### src/rtl/fjss_pkg.sv
// types and constants of the feeder jam and shot sequencer
// no dependencies; imported by every module of the block
package fjss_pkg;

   // shooter modes
   localparam logic [1:0] MODE_SLEEP  = 2'd0;
   localparam logic [1:0] MODE_REMOTE = 2'd1;
   localparam logic [1:0] MODE_VISION = 2'd2;
   localparam logic [1:0] MODE_DEBUG  = 2'd3;

   // friction wheel selects
   localparam logic [1:0] FRIC_OFF  = 2'd0;
   localparam logic [1:0] FRIC_HIGH = 2'd1;
   localparam logic [1:0] FRIC_TEST = 2'd2;

   // register indexes
   localparam int CSR_INDEX_W = 3;
   localparam int CSR_DATA_W  = 20;
   localparam logic [CSR_INDEX_W-1:0] CSR_SHOT_INCREMENT = 3'd0;
   localparam logic [CSR_INDEX_W-1:0] CSR_SHOT_INTERVAL  = 3'd1;
   localparam logic [CSR_INDEX_W-1:0] CSR_MODE_DELAY     = 3'd2;
   localparam logic [CSR_INDEX_W-1:0] CSR_STALL_SPEED    = 3'd3;
   localparam logic [CSR_INDEX_W-1:0] CSR_STALL_CURRENT  = 3'd4;
   localparam logic [CSR_INDEX_W-1:0] CSR_STALL_TICKS    = 3'd5;
   localparam logic [CSR_INDEX_W-1:0] CSR_PITCH_WINDOW   = 3'd6;
   localparam logic [CSR_INDEX_W-1:0] CSR_YAW_WINDOW     = 3'd7;

   // divide by ten: x / 10 == (x * 838861) >> 23 for any x below 2^22
   localparam int          TENTH_W     = 17;
   localparam int          TENTH_SHIFT = 23;
   localparam logic [23:0] TENTH_RECIP = 24'd838861;

   // stream widths
   localparam int REQ_TDATA_W = 136;
   localparam int RSP_TDATA_W = 40;

   // configuration seen by the datapath
   typedef struct packed {
      logic [19:0]        shot_increment;
      logic [TENTH_W-1:0] shot_tenth;
      logic [15:0]        shot_interval;
      logic [15:0]        mode_delay;
      logic [14:0]        stall_speed;
      logic [14:0]        stall_current;
      logic [14:0]        stall_ticks;
      logic [15:0]        pitch_window;
      logic [15:0]        yaw_window;
   } cfg_type;

   // one input transaction
   typedef struct packed {
      logic [1:0]         mode;
      logic signed [15:0] motor_speed;
      logic signed [15:0] motor_current;
      logic signed [31:0] feeder_angle;
      logic               target_locked;
      logic signed [15:0] pitch_target;
      logic signed [15:0] pitch_measured;
      logic signed [15:0] yaw_target;
      logic signed [15:0] yaw_measured;
   } req_item_type;

   // one result transaction
   typedef struct packed {
      logic signed [31:0] feed_setpoint;
      logic               loop_active;
      logic               drive_enable;
      logic               fixed_limit;
      logic               aim_ok;
      logic               jammed;
      logic [1:0]         friction_select;
   } rsp_item_type;

endpackage

### src/rtl/feeder_jam_and_shot_sequencer.sv
// feeder jam detector and shot sequencer, top level
// depends on fjss_pkg, fjss_csr and fjss_core
//
// Usage: one req transaction per 1 ms control tick carries the shooter
// mode, feeder motor speed and current, feeder angle and the vision and
// gimbal angles; exactly one rsp transaction follows per tick with the
// feeder position setpoint, the loop, drive and clamp selects, the aim and
// jam flags and the friction wheel select.
// The accepting req edge loads the input register; the result register
// then loads the tick update once the output is free to advance.
// Throughput, unless rsp_tready stalls, is one tick per cycle; the tick
// update is a single pass of compare and add logic against the block state.
// When rsp_tready is low the result register holds and the input register
// still takes one more tick; req_tready drops only when both are full.
// The csr port writes the tuning registers; write it only when
// no tick is in flight.
// Reset clears the state and the pipeline and reloads the default tuning.
module feeder_jam_and_shot_sequencer
   import fjss_pkg::*;
#(
   parameter int ANGLE_WIDTH = 32
) (
   input  logic                   clock,
   input  logic                   reset,
   // mode[1:0], motor_speed[17:2], motor_current[33:18], feeder_angle[65:34],
   // target_locked[66], pitch_target[82:67], pitch_measured[98:83],
   // yaw_target[114:99], yaw_measured[130:115], zero fill above
   input  logic [REQ_TDATA_W-1:0] req_tdata,
   input  logic                   req_tvalid,
   output logic                   req_tready,
   // feed_setpoint[31:0], loop_active[32], drive_enable[33], fixed_limit[34],
   // aim_ok[35], jammed[36], friction_select[38:37], zero fill above
   output logic [RSP_TDATA_W-1:0] rsp_tdata,
   output logic                   rsp_tvalid,
   input  logic                   rsp_tready,
   input  logic                   csr_we,
   input  logic [CSR_INDEX_W-1:0] csr_index,
   input  logic [CSR_DATA_W-1:0]  csr_wdata
);

   cfg_type      cfg;
   req_item_type req_item, in_item_ff;
   rsp_item_type result, out_item_ff;
   logic         in_valid_ff, in_valid_in;
   logic         out_valid_ff, out_valid_in;
   logic         advance, load, step;

   fjss_csr u_csr (
      .clock     (clock),
      .reset     (reset),
      .csr_we    (csr_we),
      .csr_index (csr_index),
      .csr_wdata (csr_wdata),
      .cfg       (cfg)
   );

   // unpack the request transaction
   always_comb begin
      req_item.mode           = req_tdata[1:0];
      req_item.motor_speed    = req_tdata[17:2];
      req_item.motor_current  = req_tdata[33:18];
      req_item.feeder_angle   = req_tdata[65:34];
      req_item.target_locked  = req_tdata[66];
      req_item.pitch_target   = req_tdata[82:67];
      req_item.pitch_measured = req_tdata[98:83];
      req_item.yaw_target     = req_tdata[114:99];
      req_item.yaw_measured   = req_tdata[130:115];
   end

   // pipeline handshake
   assign advance    = !out_valid_ff || rsp_tready;
   assign req_tready = !in_valid_ff || advance;
   assign load       = req_tvalid && req_tready;
   assign step       = in_valid_ff && advance;

   always_comb begin
      if (load) begin
         in_valid_in = 1'b1;
      end else if (advance) begin
         in_valid_in = 1'b0;
      end else begin
         in_valid_in = in_valid_ff;
      end
      out_valid_in = advance ? in_valid_ff : out_valid_ff;
   end

   fjss_core #(
      .ANGLE_WIDTH (ANGLE_WIDTH)
   ) u_core (
      .clock  (clock),
      .reset  (reset),
      .step   (step),
      .cfg    (cfg),
      .item   (in_item_ff),
      .result (result)
   );

   // valid flags
   always_ff @(posedge clock) begin
      if (reset) begin
         in_valid_ff  <= 1'b0;
         out_valid_ff <= 1'b0;
      end else begin
         in_valid_ff  <= in_valid_in;
         out_valid_ff <= out_valid_in;
      end
   end

   // payload registers
   always_ff @(posedge clock) begin
      if (load) begin
         in_item_ff <= req_item;
      end
      if (step) begin
         out_item_ff <= result;
      end
   end

   assign rsp_tvalid = out_valid_ff;
   assign rsp_tdata  = {1'b0, out_item_ff.friction_select, out_item_ff.jammed,
                        out_item_ff.aim_ok, out_item_ff.fixed_limit,
                        out_item_ff.drive_enable, out_item_ff.loop_active,
                        out_item_ff.feed_setpoint};

endmodule

### src/rtl/fjss_csr.sv
// configuration registers of the feeder jam and shot sequencer
// depends on fjss_pkg; also keeps a tenth of the shot increment ready
module fjss_csr
   import fjss_pkg::*;
(
   input  logic                   clock,
   input  logic                   reset,
   input  logic                   csr_we,
   input  logic [CSR_INDEX_W-1:0] csr_index,
   input  logic [CSR_DATA_W-1:0]  csr_wdata,
   output cfg_type                cfg
);

   cfg_type     cfg_ff;
   logic [43:0] tenth_prod;

   // reciprocal multiply for the back-off step, taken at write time
   assign tenth_prod = 44'(csr_wdata) * 44'(TENTH_RECIP);

   // register file, reset to the default tuning
   always_ff @(posedge clock) begin
      if (reset) begin
         cfg_ff.shot_increment <= 20'd29510;
         cfg_ff.shot_tenth     <= 17'd2951;
         cfg_ff.shot_interval  <= 16'd50;
         cfg_ff.mode_delay     <= 16'd500;
         cfg_ff.stall_speed    <= 15'd5;
         cfg_ff.stall_current  <= 15'd1000;
         cfg_ff.stall_ticks    <= 15'd3000;
         cfg_ff.pitch_window   <= 16'd128;
         cfg_ff.yaw_window     <= 16'd64;
      end else if (csr_we) begin
         unique case (csr_index)
            CSR_SHOT_INCREMENT: begin
               cfg_ff.shot_increment <= csr_wdata;
               cfg_ff.shot_tenth     <= tenth_prod[TENTH_SHIFT +: TENTH_W];
            end
            CSR_SHOT_INTERVAL: cfg_ff.shot_interval <= csr_wdata[15:0];
            CSR_MODE_DELAY:    cfg_ff.mode_delay    <= csr_wdata[15:0];
            CSR_STALL_SPEED:   cfg_ff.stall_speed   <= csr_wdata[14:0];
            CSR_STALL_CURRENT: cfg_ff.stall_current <= csr_wdata[14:0];
            CSR_STALL_TICKS:   cfg_ff.stall_ticks   <= csr_wdata[14:0];
            CSR_PITCH_WINDOW:  cfg_ff.pitch_window  <= csr_wdata[15:0];
            CSR_YAW_WINDOW:    cfg_ff.yaw_window    <= csr_wdata[15:0];
            default: ;
         endcase
      end
   end

   assign cfg = cfg_ff;

endmodule

### src/rtl/fjss_core.sv
// per-tick state update of the feeder jam and shot sequencer
// depends on fjss_pkg; the state advances once per stepped transaction
module fjss_core
   import fjss_pkg::*;
#(
   parameter int ANGLE_WIDTH = 32
) (
   input  logic         clock,
   input  logic         reset,
   input  logic         step,
   input  cfg_type      cfg,
   input  req_item_type item,
   output rsp_item_type result
);

   logic [1:0]             prev_mode_ff, prev_mode_in;
   logic [15:0]            mode_age_ff, mode_age_in;
   logic [14:0]            stall_count_ff, stall_count_in;
   logic                   jam_ff, jam_in;
   logic [15:0]            shot_timer_ff, shot_timer_in;
   logic [ANGLE_WIDTH-1:0] latched_ff, latched_in;
   logic [ANGLE_WIDTH-1:0] held_ff, held_in;

   logic                   delay_over, stalled, aim, run, back_off;
   logic                   drive, fixed;
   logic [1:0]             fric;
   logic [16:0]            speed_mag, current_mag, pitch_mag, yaw_mag;
   logic signed [16:0]     pitch_err, yaw_err;
   logic [15:0]            timer_inc;
   logic [ANGLE_WIDTH-1:0] angle_aw;

   // magnitude of a 17 bit signed value, exact for every input
   function automatic logic [16:0] mag17(input logic signed [16:0] v);
      logic signed [16:0] n;
      n = -v;
      return v[16] ? 17'(n) : 17'(v);
   endfunction

   assign speed_mag   = mag17(17'(item.motor_speed));
   assign current_mag = mag17(17'(item.motor_current));
   assign pitch_err   = 17'(item.pitch_target) - 17'(item.pitch_measured);
   assign yaw_err     = 17'(item.yaw_target) - 17'(item.yaw_measured);
   assign pitch_mag   = mag17(pitch_err);
   assign yaw_mag     = mag17(yaw_err);
   assign angle_aw    = ANGLE_WIDTH'(item.feeder_angle);

   // mode age, stops at the mode delay
   always_comb begin
      prev_mode_in = item.mode;
      if (item.mode != prev_mode_ff) begin
         mode_age_in = '0;
      end else if (mode_age_ff < cfg.mode_delay) begin
         mode_age_in = mode_age_ff + 16'd1;
      end else begin
         mode_age_in = mode_age_ff;
      end
      delay_over = mode_age_in >= cfg.mode_delay;
   end

   // jam counter and flag, clear wins over set
   always_comb begin
      stalled = (speed_mag < 17'(cfg.stall_speed)) && (current_mag > 17'(cfg.stall_current));
      if (stalled) begin
         stall_count_in = (stall_count_ff != '1) ? stall_count_ff + 15'd1 : stall_count_ff;
      end else begin
         stall_count_in = (stall_count_ff != '0) ? stall_count_ff - 15'd1 : stall_count_ff;
      end
      if (stall_count_in == '0) begin
         jam_in = 1'b0;
      end else if (stall_count_in >= cfg.stall_ticks) begin
         jam_in = 1'b1;
      end else begin
         jam_in = jam_ff;
      end
   end

   // aim gate
   assign aim = item.target_locked && (pitch_mag <= 17'(cfg.pitch_window))
                && (yaw_mag <= 17'(cfg.yaw_window));

   // mode decode
   always_comb begin
      run   = 1'b0;
      drive = 1'b0;
      fixed = 1'b0;
      fric  = FRIC_OFF;
      unique case (item.mode)
         MODE_REMOTE: begin
            fric  = FRIC_HIGH;
            run   = 1'b1;
            drive = delay_over;
            fixed = 1'b1;
         end
         MODE_VISION: begin
            fric  = FRIC_HIGH;
            run   = aim;
            drive = aim && delay_over;
         end
         MODE_DEBUG: begin
            fric  = FRIC_TEST;
            run   = 1'b1;
            drive = 1'b1;
         end
         default: ;
      endcase
   end

   // shot timer, position latch and setpoint
   always_comb begin
      timer_inc     = (shot_timer_ff != '1) ? shot_timer_ff + 16'd1 : shot_timer_ff;
      shot_timer_in = shot_timer_ff;
      latched_in    = latched_ff;
      held_in       = held_ff;
      back_off      = (item.mode != MODE_DEBUG) && jam_in;
      if (run) begin
         if (timer_inc >= cfg.shot_interval) begin
            shot_timer_in = '0;
            latched_in    = angle_aw;
         end else begin
            shot_timer_in = timer_inc;
         end
         if (back_off) begin
            held_in = latched_in - ANGLE_WIDTH'(cfg.shot_tenth);
         end else begin
            held_in = latched_in + ANGLE_WIDTH'(cfg.shot_increment);
         end
      end
   end

   // state registers
   always_ff @(posedge clock) begin
      if (reset) begin
         prev_mode_ff   <= MODE_SLEEP;
         mode_age_ff    <= '0;
         stall_count_ff <= '0;
         jam_ff         <= 1'b0;
         shot_timer_ff  <= '0;
         latched_ff     <= '0;
         held_ff        <= '0;
      end else if (step) begin
         prev_mode_ff   <= prev_mode_in;
         mode_age_ff    <= mode_age_in;
         stall_count_ff <= stall_count_in;
         jam_ff         <= jam_in;
         shot_timer_ff  <= shot_timer_in;
         latched_ff     <= latched_in;
         held_ff        <= held_in;
      end
   end

   // result of this tick
   always_comb begin
      result.feed_setpoint   = 32'(signed'(held_in));
      result.loop_active     = run;
      result.drive_enable    = drive;
      result.fixed_limit     = fixed;
      result.aim_ok          = aim;
      result.jammed          = jam_in;
      result.friction_select = fric;
   end

endmodule

### config.mk
export PLATFORM = sky130hd
export DESIGN_NAME = feeder_jam_and_shot_sequencer
export DESIGN_NICKNAME = d
export VERILOG_FILES = /design/src/rtl/fjss_pkg.sv /design/src/rtl/feeder_jam_and_shot_sequencer.sv /design/src/rtl/fjss_csr.sv /design/src/rtl/fjss_core.sv
export SDC_FILE = /design/constraint.sdc
export NUM_CORES = 2
export LEC_CHECK = 0
export BUFFER_PORTS_ARGS = -buffer_cell sky130_fd_sc_hd__buf_2
export CAP_MARGIN = 15
export CORE_MARGIN = 1.5
export CORE_UTILIZATION = 40
export DETAILED_ROUTE_END_ITERATION = 16
export PLACE_DENSITY = 0.58
export REMOVE_ABC_BUFFERS = 1
export SYNTH_ARGS = -nofsm -noshare
export SYNTH_HDL_FRONTEND = slang
export SYNTH_SLANG_ARGS = --single-unit
export TNS_END_PERCENT = 50
### constraint.sdc
create_clock -name clock -period 13.3 [get_ports clock]
set_input_delay 2.66 -clock clock [delete_from_list [all_inputs] [get_ports clock]]
set_output_delay 2.66 -clock clock [all_outputs]
set_load 0.005 [all_outputs]
==> flow_summary.yaml <==
cts:
  cts_tree: "yes"
  htreeDepth: 2
  clk_pin_slew_ns: 0.06
  ctsResizeCount: 0
  numCtsBuffers: 52
  insertion_delay_ns: 0.63
  cts_setup_buffers: 0
  cts_hold_buf: 0
  cts.path.max_buffers: 3
  cts.sinks: 432
  cts_root_buf: "clkbuf_16"
global_route:
  grt_max_degree: 109
  gr-total-overflow: 0
  grt_pass1_vias: 23708
  grt_pass1_wl_um: 126000
  antenna_found_initial: 3
  grt_util_all_layers_pct: 19.3
worst_hold_path:
  min_from: "u_core.latched_ff[21]$_SDFFE_PP0P_"
  hold_end: "u_core.latched_ff[21]$_SDFFE_PP0P_"
  holdPathStages: 2
  hp-class: "register to register"
critical_path:
  path_max_fanout: 49
  r2r_setup_slack_ns: 3.72
  crit_slowest_cell: "or3b_1"
  r2r_cells: 40
  worst-setup-path-type: "register to register"
  slowest_delay_ns: 0.53
  rr_startpoint: "in_item_ff[97]$_DFFE_PP_"
  r2r_end: "rsp_tdata[29]$_DFFE_PP_"
  cp.arrival_ns: 9.94
  worstPathRequired_ns: 13.66
  crit_path_start_kind: "register"
  critPathCaptureType: "register"
yosys:
  synthesis.area_um2: 31900
  yosys_warnings: 0
  yosysUniqueCellTypes: 83
  synth_seq_area_share_pct: 32.4
  synth_cells: 3530
  ys_seq_elements: 432
  synth.avg_cell_area_um2: 9.04
  synth_edf_count: 170
  ys_dominant_reg_cell: "dfxtp_1"
  synthArstFlopShare_pct: 0
drt:
  post_drt_via_cell_ratio: 5.11
  drc_errors: 0
  drt_iter0_drc: 1171
  vias: 24304
  drt-wirelength-per-cell_um: 16.6
  dr.pass1.iters: 5
  drtAntennaViolNets: 0
  routed_wl_um: 79100
placed_design:
  io_buffers: 199
  hpwl_um: 57500
  dp_slack_ns: 3.62
  place.gp.congestion: 0.877
cells_and_area:
  nFillCells: 7684
  multi_input_area_um2: 19600
  seqCellArea_um2: 10300
  n_antenna_cell: 0
  finalNetCount: 4365
  layout-drive-gt1-share_pct: 11.3
  area_growth_pct: 12.1
timing:
  fmax_ghz: 0.104
  rsz0062_at_grt: "false"
  worstMarginPinSlew_ns: 1.07
  fin_crit_ns: 9.58
  drv_slew: 0
  finalWorstSetupSlack_ns: 3.72
  min_period_over_period_pct: 72.0
  fin_skew_ns: 0.0588
  slew_headroom_pct: 28.5
  totalNegativeSetupSlack_ns: 0
  hold_viol_final: 0
  setup_viol: 0
  hold_ws_ns: 0.450
flow_run:
  drv_cap: 0
power:
  p_leak_nw: 15.6
  power_frac_comb_pct: 51.7
  ir_drop_uv: 158
  p_int_mw: 3.81
  p_sw_share_pct: 40.1
  power_frac_clock_pct: 24.7
  p_switching_mw: 2.56
  power_density_nw_per_um2: 178
  pwr-share-seq_pct: 23.6
floorplan:
  ioPinCount: 206
  die-area_um2: 81500
  coreArea_um2: 79000
  initial_core_util_pct: 40.4
  die_w_um: 285
  die_h_um: 285
  std_cell_rows: 103
status:
  outcome: "finished clean"
cells by family after synthesis:
logic type	Yosys count	synth area share, %
and+or+nand+nor	1052	15.3
AOI/OAI and AO/OA	733	14.3
adders and majority gates	541	24.6
buffers and inverters	539	6.50
DFF	432	32.4
xor gates and xnor gates	165	4.55
muxes	67	2.34
other	1	0.0118
worst max-delay path: cells and delay by family, from the launching register on:
family                   cells  cell delay, ns
buffers and inverters        3            0.62
flip-flops                   1            0.41
AO/OA/AOI/OAI               18            3.86
XOR/XNOR                     2            0.25
AND/OR/NAND/NOR             11            2.47
multiplexers                 2            0.70
adder cells (fa/ha/maj)      4            0.98
Yosys cell counts (19+ instances only):
cell	count	share of area, %
a211o_1	39	1.1
nand3_1	72	1.1
dfxtp_1	262	16
nand4_1	34	0.67
nor2_1	186	2.2
nand2_1	490	5.8
nor2b_1	31	0.61
a21o_1	54	1.3
and3_1	21	0.41
a211oi_1	22	0.52
ha_1	399	16
and2_1	19	0.37
o31ai_1	20	0.47
nor4_1	20	0.39
xnor2_1	121	3.3
inv_1	398	4.7
nor3_1	49	0.77
mux2_2	62	2.2
xor2_1	43	1.2
a31oi_1	25	0.49
buf_2	21	0.33
fa_1	142	8.9
a21oi_1	334	5.2
o21a_1	20	0.47
edfxtp_1	170	16
nand2b_1	40	0.78
clkbuf_1	101	1.2
o21ai_0	107	1.7
power groups by stage:
stage                     combinational [mW]  clock [mW]  sequential [mW]
after floorplan                         2.41           0             1.52
after global placement                  3.26           0             1.53
after detailed placement                3.28           0             1.53
after CTS                               3.31        1.62             1.51
after global routing                    3.77        1.67             1.51
final                                   3.29        1.57             1.51
cell usage in the layout (no fill, tap or decap), types with 121 or more instances in the layout:
master and n:
buf_2 198, dfxtp_1 262, fa_1 142, nand2_1 489, inv_1 397, ha_1 399
edfxtp_1 170, xnor2_1 121, a21oi_1 333, nor2_1 186
routing by layer:
metal	wire length [um]	share of wire [%]	vias to the layer above	GRT usage, %
met2	36200	46	410	31.8
met5	27	0.034	-	0
li1	-	-	12409	-
met4	1940	2.5	6	4.99
met3	3290	4.2	110	2.76
met1	37700	48	11369	26.5
how the worst max path moves through the flow:
stage	start	to	slack, ns	depth (start not counted)
global placement	csr_wdata[14]	u_csr.cfg[125]$_SDFFE_PP0P_	3.64	25
finish	in_item_ff[97]$_DFFE_PP_	rsp_tdata[29]$_DFFE_PP_	3.72	40
global route	in_item_ff[97]$_DFFE_PP_	rsp_tdata[31]$_DFFE_PP_	3.14	42
detailed placement	csr_wdata[14]	u_csr.cfg[125]$_SDFFE_PP0P_	3.62	25
CTS	in_item_ff[97]$_DFFE_PP_	rsp_tdata[29]$_DFFE_PP_	3.73	40
floorplan	in_item_ff[97]$_DFFE_PP_	rsp_tdata[24]$_DFFE_PP_	3.84	37
layout make-up:
type                    instances  share of cell area, %
clock buffers                  73                   4.35
clock inverters                25                   1.02
inverters                     398                   4.18
multi-input cells            2559                   54.7
flip-flops and latches        432                   28.9
well taps                    1050                   3.67
repair buffers                217                   3.19
per-stage QoR:
step	utilization [%]	power, mW	cell area [um^2]	instances
2_1_floorplan	-	3.93	31300	3389
6_report	45.3	6.37	35800	4754
5_1_grt	45.3	6.95	35800	4754
3_5_place_dp	42.8	4.81	33800	4655
3_3_place_gp	42.8	4.80	33800	4655
4_1_cts	45.3	6.44	35800	4753
sequential cells by signal, indices dropped and copies added (netlist names), 15 cells and up:
signal and flops:
u_core.mode_age_ff 16, u_core.latched_ff 32, u_csr.cfg 146, in_item_ff 131, u_core.shot_timer_ff 16, rsp_tdata 39
u_core.stall_count_ff 15, u_core.held_ff 32
Power figures use the tool's default switching activity.
